--- src/rtl/cfa_pkg.sv ---
// ============================================================================
// cfa_pkg : shared types, constants and microprogram
// Field widths, sequencer step codes, control word layout and the control
// store for the continued fraction approximation block.
// ============================================================================
`default_nettype none

package cfa_pkg;

    // Field widths and defaults
    localparam int VALUE_W        = 49;
    localparam int TOL_W          = 33;
    localparam int DEN_W          = 33;
    localparam int CNT_W          = $clog2(VALUE_W);
    localparam int MAX_TERMS_DEF  = 64;
    localparam int FRAC_BITS_DEF  = 32;
    localparam logic [TOL_W-1:0] TOL_RESET = TOL_W'(4295);

    // Sequencer step addresses
    typedef enum logic [3:0] {
        S_WAIT    = 4'd0,
        S_CHECK   = 4'd1,
        S_DIV1    = 4'd2,
        S_RUN1    = 4'd3,
        S_MAC     = 4'd4,
        S_MACRUN  = 4'd5,
        S_UPD     = 4'd6,
        S_RUN2    = 4'd7,
        S_TEST    = 4'd8,
        S_EXACT   = 4'd9,
        S_ADV     = 4'd10,
        S_FAIL    = 4'd11,
        S_PASS    = 4'd12
    } step_t;

    // Datapath operations
    typedef enum logic [3:0] {
        OP_NONE,
        OP_LOAD,
        OP_DIV_LOAD,
        OP_DIV_RUN,
        OP_MAC_LOAD,
        OP_MAC_RUN,
        OP_UPDATE,
        OP_ADVANCE,
        OP_FAIL,
        OP_PASS
    } op_t;

    // Jump conditions
    typedef enum logic [2:0] {
        C_NEVER,
        C_ALWAYS,
        C_IDLE,
        C_LIMIT,
        C_BIT_MORE,
        C_QUO_LT_TOL,
        C_REM_ZERO
    } cond_t;

    typedef struct packed {
        op_t   op;
        cond_t cond;
        step_t target;
    } ctrl_word_t;

    // Divider control between sequencer and divider
    typedef struct packed {
        logic load;
        logic step;
    } div_ctl_t;

    // Control store: one word per step
    function automatic ctrl_word_t cfa_prog(input step_t pc);
        ctrl_word_t w;
        case (pc)
            S_WAIT:   w = '{op: OP_LOAD,     cond: C_IDLE,       target: S_WAIT};
            S_CHECK:  w = '{op: OP_NONE,     cond: C_LIMIT,      target: S_FAIL};
            S_DIV1:   w = '{op: OP_DIV_LOAD, cond: C_NEVER,      target: S_WAIT};
            S_RUN1:   w = '{op: OP_DIV_RUN,  cond: C_BIT_MORE,   target: S_RUN1};
            S_MAC:    w = '{op: OP_MAC_LOAD, cond: C_NEVER,      target: S_WAIT};
            S_MACRUN: w = '{op: OP_MAC_RUN,  cond: C_BIT_MORE,   target: S_MACRUN};
            S_UPD:    w = '{op: OP_UPDATE,   cond: C_NEVER,      target: S_WAIT};
            S_RUN2:   w = '{op: OP_DIV_RUN,  cond: C_BIT_MORE,   target: S_RUN2};
            S_TEST:   w = '{op: OP_NONE,     cond: C_QUO_LT_TOL, target: S_PASS};
            S_EXACT:  w = '{op: OP_NONE,     cond: C_REM_ZERO,   target: S_FAIL};
            S_ADV:    w = '{op: OP_ADVANCE,  cond: C_ALWAYS,     target: S_CHECK};
            S_FAIL:   w = '{op: OP_FAIL,     cond: C_ALWAYS,     target: S_WAIT};
            S_PASS:   w = '{op: OP_PASS,     cond: C_ALWAYS,     target: S_WAIT};
            default:  w = '{op: OP_NONE,     cond: C_ALWAYS,     target: S_WAIT};
        endcase
        return w;
    endfunction

endpackage

`default_nettype wire

--- src/rtl/cfa_divider.sv ---
// ============================================================================
// cfa_divider : bit-serial restoring divider
// Produces one quotient bit per step, MSB first, over VALUE_W steps.
// ============================================================================
`default_nettype none

module cfa_divider
    import cfa_pkg::*;
(
    input  wire logic               clk,
    input  wire div_ctl_t           ctl,
    input  wire logic [VALUE_W-1:0] dividend,
    input  wire logic [VALUE_W-1:0] divisor,
    output logic      [VALUE_W-1:0] quotient,
    output logic      [VALUE_W-1:0] remainder
);

    logic [VALUE_W-1:0] quo_reg;
    logic [VALUE_W-1:0] quo_next;
    logic [VALUE_W-1:0] rem_reg;
    logic [VALUE_W-1:0] rem_next;
    logic [VALUE_W-1:0] dvs_reg;
    logic [VALUE_W:0]   trial;
    logic [VALUE_W:0]   diff;

    // Shift in the next dividend bit and try a subtract
    always_comb
    begin
        trial    = {rem_reg, quo_reg[VALUE_W-1]};
        diff     = trial - {1'b0, dvs_reg};
        rem_next = diff[VALUE_W] ? trial[VALUE_W-1:0] : diff[VALUE_W-1:0];
        quo_next = {quo_reg[VALUE_W-2:0], ~diff[VALUE_W]};
    end

    // Load operands or advance one bit
    always_ff @(posedge clk)
    begin
        if (ctl.load)
        begin
            quo_reg <= dividend;
            rem_reg <= '0;
            dvs_reg <= divisor;
        end
        else if (ctl.step)
        begin
            quo_reg <= quo_next;
            rem_reg <= rem_next;
        end
    end

    assign quotient  = quo_reg;
    assign remainder = rem_reg;

endmodule

`default_nettype wire

--- src/rtl/continued_fraction_approximation.sv ---
// ============================================================================
// continued_fraction_approximation : best rational approximation
// Expands |value| / 2^FRAC_BITS into continued-fraction terms and returns the
// first convergent whose error is below the tolerance register.
// ============================================================================
// Pulse start while busy is low to hand in one value. The block then runs a
// microprogram over a shared bit-serial divider and a shift-add multiplier:
// each continued-fraction term takes one divide for the term, one
// multiply-accumulate for the convergent and one divide for the error test.
// A value fails when it runs out of terms or when an exact expansion still
// misses the tolerance.
// The result appears for exactly one cycle with done high and busy already
// low; the receiver cannot stall it, so it must be captured on that cycle.
// Write the tolerance only while busy is low.
`default_nettype none

module continued_fraction_approximation
    import cfa_pkg::*;
#(
    parameter int MAX_TERMS = MAX_TERMS_DEF,
    parameter int FRAC_BITS = FRAC_BITS_DEF
)
(
    input  wire logic                      clk,
    input  wire logic                      rst_n,
    input  wire logic                      cfg_we,
    input  wire logic        [TOL_W-1:0]   cfg_wdata,
    input  wire logic                      start,
    input  wire logic signed [VALUE_W-1:0] value,
    output logic                           busy,
    output logic                           done,
    output logic             [VALUE_W-1:0] numerator,
    output logic             [DEN_W-1:0]   denominator,
    output logic                           negative,
    output logic                           failed
);

    localparam int TERM_W = $clog2(MAX_TERMS + 1);

    step_t              pc_reg;
    step_t              pc_next;
    ctrl_word_t         cw;
    logic               jump;

    logic [TOL_W-1:0]   tol_reg;
    logic [CNT_W-1:0]   cnt_reg;
    logic [TERM_W-1:0]  term_reg;
    logic               done_reg;

    logic               neg_reg;
    logic [VALUE_W-1:0] num_reg;
    logic [VALUE_W-1:0] den_reg;
    logic [VALUE_W-1:0] rem_reg;
    logic [VALUE_W-1:0] sh_reg;
    logic [VALUE_W-1:0] acc_p_reg;
    logic [VALUE_W-1:0] acc_q_reg;
    logic [VALUE_W-1:0] p1_reg;
    logic [VALUE_W-1:0] p2_reg;
    logic [VALUE_W-1:0] q1_reg;
    logic [VALUE_W-1:0] q2_reg;
    logic [VALUE_W-1:0] numerator_reg;
    logic [DEN_W-1:0]   denominator_reg;
    logic               negative_reg;
    logic               failed_reg;

    logic [VALUE_W-1:0] mag;
    logic [VALUE_W-1:0] p_new;
    logic [VALUE_W-1:0] q_new;
    logic [VALUE_W-1:0] acc_p_next;
    logic [VALUE_W-1:0] acc_q_next;

    div_ctl_t           div_ctl;
    logic [VALUE_W-1:0] div_dividend;
    logic [VALUE_W-1:0] div_divisor;
    logic [VALUE_W-1:0] quotient;
    logic [VALUE_W-1:0] remainder;

    // Fetch the control word
    assign cw = cfa_prog(pc_reg);

    // Evaluate the jump condition
    always_comb
    begin
        case (cw.cond)
            C_NEVER:      jump = 1'b0;
            C_ALWAYS:     jump = 1'b1;
            C_IDLE:       jump = ~start;
            C_LIMIT:      jump = (term_reg == TERM_W'(MAX_TERMS));
            C_BIT_MORE:   jump = (cnt_reg != '0);
            C_QUO_LT_TOL: jump = (quotient < VALUE_W'(tol_reg));
            C_REM_ZERO:   jump = (rem_reg == '0);
            default:      jump = 1'b0;
        endcase
    end

    // Next step address
    always_comb
    begin
        if (jump)
            pc_next = cw.target;
        else
            pc_next = step_t'(4'(pc_reg + 4'd1));
    end

    // Decode divider control and operand select
    always_comb
    begin
        div_ctl.load = (cw.op == OP_DIV_LOAD) || (cw.op == OP_UPDATE);
        div_ctl.step = (cw.op == OP_DIV_RUN);
        div_dividend = (cw.op == OP_UPDATE) ? rem_reg : num_reg;
        div_divisor  = (cw.op == OP_UPDATE) ? q_new   : den_reg;
    end

    // Datapath arithmetic
    always_comb
    begin
        mag        = value[VALUE_W-1] ? VALUE_W'(-value) : VALUE_W'(value);
        p_new      = acc_p_reg + p2_reg;
        q_new      = acc_q_reg + q2_reg;
        acc_p_next = {acc_p_reg[VALUE_W-2:0], 1'b0}
                     + (sh_reg[VALUE_W-1] ? p1_reg : '0);
        acc_q_next = {acc_q_reg[VALUE_W-2:0], 1'b0}
                     + (sh_reg[VALUE_W-1] ? q1_reg : '0);
    end

    cfa_divider u_div (
        .clk       (clk),
        .ctl       (div_ctl),
        .dividend  (div_dividend),
        .divisor   (div_divisor),
        .quotient  (quotient),
        .remainder (remainder)
    );

    // Control registers
    always_ff @(posedge clk or negedge rst_n)
    begin
        if (!rst_n)
        begin
            pc_reg   <= S_WAIT;
            tol_reg  <= TOL_RESET;
            cnt_reg  <= '0;
            term_reg <= '0;
            done_reg <= 1'b0;
        end
        else
        begin
            pc_reg   <= pc_next;
            done_reg <= (cw.op == OP_PASS) || (cw.op == OP_FAIL);
            if (cfg_we)
                tol_reg <= cfg_wdata;
            case (cw.op)
                OP_LOAD:
                    term_reg <= '0;
                OP_DIV_LOAD, OP_MAC_LOAD, OP_UPDATE:
                    cnt_reg <= CNT_W'(VALUE_W - 1);
                OP_DIV_RUN, OP_MAC_RUN:
                    cnt_reg <= cnt_reg - CNT_W'(1);
                OP_ADVANCE:
                    term_reg <= term_reg + TERM_W'(1);
                default:
                    cnt_reg <= cnt_reg;
            endcase
        end
    end

    // Payload registers
    always_ff @(posedge clk)
    begin
        case (cw.op)
            OP_LOAD:
            begin
                if (start)
                begin
                    neg_reg <= value[VALUE_W-1];
                    num_reg <= mag;
                    den_reg <= VALUE_W'(1) << FRAC_BITS;
                    p2_reg  <= '0;
                    q2_reg  <= VALUE_W'(1);
                    p1_reg  <= VALUE_W'(1);
                    q1_reg  <= '0;
                end
            end
            OP_MAC_LOAD:
            begin
                sh_reg    <= quotient;
                rem_reg   <= remainder;
                acc_p_reg <= '0;
                acc_q_reg <= '0;
            end
            OP_MAC_RUN:
            begin
                sh_reg    <= {sh_reg[VALUE_W-2:0], 1'b0};
                acc_p_reg <= acc_p_next;
                acc_q_reg <= acc_q_next;
            end
            OP_UPDATE:
            begin
                p2_reg <= p1_reg;
                q2_reg <= q1_reg;
                p1_reg <= p_new;
                q1_reg <= q_new;
            end
            OP_ADVANCE:
            begin
                num_reg <= den_reg;
                den_reg <= rem_reg;
            end
            OP_PASS:
            begin
                numerator_reg   <= p1_reg;
                denominator_reg <= q1_reg[DEN_W-1:0];
                negative_reg    <= neg_reg;
                failed_reg      <= 1'b0;
            end
            OP_FAIL:
            begin
                numerator_reg   <= '0;
                denominator_reg <= DEN_W'(1);
                negative_reg    <= neg_reg;
                failed_reg      <= 1'b1;
            end
            default:
            begin
                num_reg <= num_reg;
            end
        endcase
    end

    assign busy        = (pc_reg != S_WAIT);
    assign done        = done_reg;
    assign numerator   = numerator_reg;
    assign denominator = denominator_reg;
    assign negative    = negative_reg;
    assign failed      = failed_reg;

endmodule

`default_nettype wire

--- config.mk ---
export PLATFORM = sky130hd
export DESIGN_NAME = continued_fraction_approximation
export DESIGN_NICKNAME = d
export VERILOG_FILES = /design/src/rtl/cfa_pkg.sv /design/src/rtl/cfa_divider.sv /design/src/rtl/continued_fraction_approximation.sv
export SDC_FILE = /design/constraint.sdc
export NUM_CORES = 2
export LEC_CHECK = 0
export BUFFER_PORTS_ARGS = -buffer_cell sky130_fd_sc_hd__buf_2
export CELL_PAD_IN_SITES_DETAIL_PLACEMENT = 0
export CELL_PAD_IN_SITES_GLOBAL_PLACEMENT = 2
export CORE_MARGIN = 2
export CORE_UTILIZATION = 40
export CTS_CLUSTER_SIZE = 10
export DETAILED_ROUTE_END_ITERATION = 12
export PLACE_DENSITY = 0.84
export SETUP_SLACK_MARGIN = 0.1
export SLEW_MARGIN = 0
export SYNTH_ARGS = -nofsm -noshare
export SYNTH_HDL_FRONTEND = slang
export SYNTH_SLANG_ARGS = --single-unit
--- constraint.sdc ---
create_clock -name clk -period 16 [get_ports clk]
set_input_delay 1.6 -clock clk [delete_from_list [all_inputs] [get_ports clk]]
set_output_delay 1.6 -clock clk [all_outputs]
set_load 0.005 [all_outputs]
### Yosys cells after proc, flatten, opt, wreduce, memory -nomap -nowiden

Memory sizes are Yosys's and may differ from the RTL's.
Index checks and enable logic that the tools add are counted.

* flip-flop bits (word level): 773
* memory bits (read-only): 176
* bits of input ports: 86
* output and inout port bits: 86
* word-level logic and storage cells: 98
* memories kept: 1

* $add $sub $neg: 9
* magnitude comparators: 1
* equality and inequality tests: 17
* mux-type cells: 28
* bitwise gates (word level): 2
* reductions and logical operators: 17

Memory list
* (name not given): depth 16, width 11, read ports 1, clocked after memory_dff 0, write ports 0, RTL line cfa_pkg.sv:76 `case (pc)`

Operators by type and width (count)
* $pmux W49 S2: 10
* $mux W49: 12
* $add A49 B49 Y49: 4
* $pmux W33 S2: 1
* $sub A50 B49 Y50: 1
* $logic_not A49 Y1: 1
* $lt A49 B33 Y1: 1
* $neg A49 Y49: 1
* $eq A4 B3 Y1 const B: 4
* $pmux W7 S2: 1
* $pmux W6 S2: 1
* $reduce_bool A2 Y1: 6
* $eq A3 B3 Y1 const B: 3
* $eq A4 B2 Y1 const B: 2
* $eq A4 B4 Y1 const B: 2
* $add A7 B1 Y7 const B: 1
* $eq A7 B7 Y1 const B: 1
* $eq A3 B2 Y1 const B: 2
* $pmux W1 S6: 1
* $reduce_and A2 Y1: 3
* $reduce_bool A6 Y1: 1
* $sub A6 B1 Y6 const B: 1
* $add A4 B1 Y4 const B: 1
* $eq A4 B1 Y1 const B: 1
* 9 further kinds: 12

### Logic depth before layout (Yosys ltp)

* depth in word-level cells: 4
* gate-level depth with buffers: 15
* mapped depth without buffers: 14

### Hierarchy

Synthesis repeated with hierarchy kept, for this count alone.

* cells, all modules: 4618
* area total of the unflattened synthesis: 46189.3 µm²

By module, submodules not included
* continued_fraction_approximation: times used 1, cells an instance 3728, area an instance 37355.8 µm², seq. area each 18550.3 µm²
* cfa_divider: times used 1, cells an instance 890, area an instance 8833.5 µm², seq. area each 3923.8 µm²

### Worst setup path before layout

No wires, ideal clock.

* kind: register -> register
* from: reg pc_reg[1]
* to: reg p1_reg[0] (enable)
* arrival time: 5876 ps
* slack: 8553 ps
* stages on the path, launching flop included: 12
* path buffers: 4
* period minus slack after synthesis: 7447 ps
* path through: dfrtp_1 -> clkbuf_1 -> inv_1 -> ha_1 -> nor2_1 -> a211oi_1 -> a31oi_1 -> or3_1 -> clkbuf_1 -> clkbuf_1 -> clkbuf_1 -> nand2_1

* longest elaborated chain between the ends: 4
* elaborated cells on any way between the ends: 6
* classes of those cells: eq/ne: 3; reduce/logical: 2; memory: 1

Ends and longest elaborated chain
* from (decl): RTL line continued_fraction_approximation.sv:40 `step_t pc_reg;`
* from (signal assigned): RTL line continued_fraction_approximation.sv:148 `pc_reg <= pc_next;`
* $mem_v2 Z16 W11 (*)
* $eq A4 B1 Y1 / $eq A4 B3 Y1 (equally long branches): RTL line continued_fraction_approximation.sv:170 `case (cw.op)`
* $ne A2 B2 Y1 (no line) / $reduce_bool A2 Y1 (equally long branches)
* $reduce_and A2 Y1 (no line) (*)
* to (signal assigned): RTL line continued_fraction_approximation.sv:201 `p1_reg <= p_new;`
* to (decl): RTL line continued_fraction_approximation.sv:57 `logic [VALUE_W-1:0] p1_reg;`

Mark *: on every way between the ends. The rest lies on a longest branch, timed or not.
A chain may end at the register's enable or synchronous reset.

### Worst setup path after layout

* from: reg pc_reg[1]
* to: reg acc_q_reg[48] (data pin)

* longest elaborated chain between the ends: 3
* elaborated cells on any way between the ends: 4
* classes of those cells: eq/ne: 2; mux: 1; memory: 1

Ends and longest elaborated chain
* $mem_v2 Z16 W11 (*)
* $eq A4 B3 Y1: RTL line continued_fraction_approximation.sv:170
* $pmux W49 S2 (*): RTL line continued_fraction_approximation.sv:170
* to (signal assigned): RTL line continued_fraction_approximation.sv:195 `acc_q_reg <= acc_q_next;`
* to (decl): RTL line continued_fraction_approximation.sv:56 `logic [VALUE_W-1:0] acc_q_reg;`

Marked as above.

==> flow_metrics.env <==
export IMPL_placed_area_um2=48000
export IMPL_critPathMaxFanout=61
export IMPL_drtPass1Iterations=5
export IMPL_p_per_area_nw_per_um2=201
export IMPL_crit_required_ns=16.42
export IMPL_clock_sinks=773
export IMPL_worstMarginPinSlew_ns=1.21
export IMPL_dr_first_iter_drc_count=2414
export IMPL_fillers=11000
export IMPL_crit_chain="inv_1, ha_1, nor2_1, a211oi_1, a31oi_2, nand2_4, buf_4, buf_4, nor2_1, and3_1, a311oi_1, nand2b_1"
export IMPL_clk_latency_ns=0.68
export IMPL_synth_area_um2=45800
export IMPL_grt_pass1_wl_um=198000
export IMPL_syn_inst=4517
export IMPL_synth_async_reset_ratio_pct=6.60
export IMPL_synth_fp_nets=4888
export IMPL_start_kind="flip-flop"
export IMPL_grt_overflow_total=0
export IMPL_seq_area_um2=22500
export IMPL_wire_per_inst_um=20.9
export IMPL_num_rows=124
export IMPL_hold_path_class="flip-flop to flip-flop"
export IMPL_initial_core_util_pct=40.2
export IMPL_placed_cells=6025
export IMPL_io_pins=172
export IMPL_core_area_um2=114000
export IMPL_relSlewSlack_pct=19.4
export IMPL_place_congestion=0.882
export IMPL_path_clk_slew_ns=0.06
export IMPL_rsz0062_at_grt="false"
export IMPL_achievable_frequency_mhz=212
export IMPL_peakVddDrop_uv=114
export IMPL_htreeDepth=3
export IMPL_synth_warnings=0
export IMPL_root_buffer="clkbuf_16"
export IMPL_track_usage_pct=21.8
export IMPL_finalHoldViolCount=0
export IMPL_synth_top_area_share_pct=44.1
export IMPL_area_growth_pct=10.7
export IMPL_worst_ep_arrival_time_ns=5.15
export IMPL_ys_seq_area_share_pct=49.0
export IMPL_fin_tns_setup_ns=0
export IMPL_ys_types=100
export IMPL_stdcell_area_um2=50700
export IMPL_cts_setup_buffers=0
export IMPL_post_drt_via_cell_ratio=5.48
export IMPL_antenna_left=0
export IMPL_synth_edff_count=673
export IMPL_finalSetupViolations=0
export IMPL_grt_max_degree=99
export IMPL_maxSlewViolCount=0
export IMPL_layout_commonest_cell="edfxtp_1"
export IMPL_ys_ff_latch=773
export IMPL_final_nets=4979
export IMPL_numCtsBuffers=93
export IMPL_clock_skew_ns=0.0208
export IMPL_synth_avg_cell_area_um2=10.1
export IMPL_final_cell_mix="edfxtp_1 (673), nand2_1 (536), nor2_1 (318), a21oi_1 (308), ha_1 (280)"
export IMPL_vias=33900
export IMPL_dp_hpwl_um=96000
export IMPL_period_minus_slack_ns=4.72
export IMPL_reg2reg_slack_ns=11.28
export IMPL_fin_crit_sh_pct=29.5
export IMPL_die_x_um=342
export IMPL_clk_path_buf_depth=3
export IMPL_layout_drive_gt1_share_pct=8.96
export IMPL_outcome="finished, final reports clean"
export IMPL_grt_pass1_vias=32900
export IMPL_cp_num_buf_inv=3
export IMPL_crit_type="flip-flop to flip-flop"
export IMPL_drv_cap=0
export IMPL_post_route_drc_count=0
export IMPL_die_area_um2=117000
export IMPL_die_y_um=342
export IMPL_multi_input_area_um2=21900
export IMPL_synthTopCellsByArea="edfxtp_1 (44%), ha_1 (7.6%), nand2_1 (4.4%)"
export IMPL_io_buffers=171
export IMPL_synth_flop_cell="edfxtp_1"
export IMPL_post_route_util_pct=44.5
export IMPL_p_leak_nw=20.4
export IMPL_synth_area_leader_cell="edfxtp_1"
export IMPL_crit_slowest_cell="buf_4"
export IMPL_critPathTopFamily="buffers and inverters"
export IMPL_post_cts_resized=0
export IMPL_wirelength_um=130000
export IMPL_cts_tree="yes"
export IMPL_critPathMaxStageDelay_ns=0.75
export IMPL_final_cells=6194
export IMPL_holdBufCountCts=0
export IMPL_end_kind="flip-flop"
export IMPL_antenna_found_initial=10
[synthesized netlist by cell type (11+ instances only)]
master	count
nand2b_1	26
a21boi_0	11
dfxtp_1	49
nor2b_1	105
o21a_1	31
a21o_1	167
or2_2	23
nor2_1	323
a211oi_1	24
xor2_1	139
edfxtp_1	673
nor4_1	25
nand4_1	63
o31ai_1	27
nand2_1	540
o211ai_1	12
or4_1	12
or3_1	17
and2_1	261
nand3_1	80
a21oi_1	308
o21ai_1	53
ha_1	280
dfrtp_1	45
o21ai_0	275
a31oi_1	44
clkbuf_1	171
inv_1	170
and3_1	26
nor3_1	65
o21bai_1	54
mux2i_1	107
xnor2_1	112
[cell type report]
| cell class | count | share of cell area, % |
|---|---|---|
| antenna | 5 | 0.0247 |
| clock buffer | 147 | 5.23 |
| clock inverter | 17 | 0.200 |
| inverter | 170 | 1.27 |
| multi-input combinational | 3371 | 43.2 |
| sequential | 773 | 44.3 |
| tap | 1512 | 3.73 |
| timing repair buffer | 199 | 2.10 |
[worst register-to-register path, cell delays in order (launching register included)]
cell and delay (ns):
dfrtp_1 0.61, inv_1 0.21, ha_1 0.35, nor2_1 0.06, a211oi_1 0.39, a31oi_2 0.24, nand2_4 0.48, buf_4 0.76
buf_4 0.69, nor2_1 0.15, and3_1 0.21, a311oi_1 0.26, nand2b_1 0.09
[layer usage]
metal	global-route usage [%]	vias up	part of all wire [%]
met2	36.4	733	48
met1	29.1	16500	45
met4	8.03	0	3.7
met5	0	-	0
met3	2.62	211	3.8
li1	-	16500	-
[stage by stage]
| stage | total power [W] | hold slack, ns | setup slack [ns] |
|---|---|---|---|
| finish | 0.0102 | 0.433 | 11.28 |
| global route | 0.0109 | 0.443 | 10.95 |
| floorplan | 0.00692 | 0.400 | 8.55 |
| CTS | 0.0103 | 0.436 | 11.34 |
| global placement | 0.00821 | 0.403 | 11.35 |
| detailed placement | 0.00823 | 0.406 | 11.32 |
[kinds of logic (layout without fill, tap and decap cells)]
family	Yosys count	in the layout	synth area share (%)
buffers and inverters	373	533	3.41
AOI/OAI and AO/OA	1120	1120	15.4
adders and majority gates	285	285	7.86
xor gates and xnor gates	251	251	4.80
DFF	773	773	49.0
other	0	5	0
muxes	117	117	2.58
and+or+nand+nor	1598	1598	16.9
[where the power goes]
group          switching, W  internal, W
Combinational       0.00292      0.00160
Sequential         0.000452      0.00322
Clock              0.000860      0.00113
Total               0.00423      0.00595
[worst paths after layout]
kind	from	to	depth (start not counted)
worst max-delay path	pc_reg[1]$_DFF_PN0_	acc_q_reg[48]$_SDFFCE_PP0P_	12
worst min-delay path	neg_reg$_DFFE_PP_	negative$_DFFE_PP_	0
worst max register to register	pc_reg[1]$_DFF_PN0_	acc_q_reg[48]$_SDFFCE_PP0P_	12
worst min register to register	neg_reg$_DFFE_PP_	negative$_DFFE_PP_	0
max in group asynchronous	rst_n	pc_reg[1]$_DFF_PN0_	2
min in group asynchronous	rst_n	tol_reg[19]$_DFFE_PN0P_	2
Power figures use the tool's default switching activity.
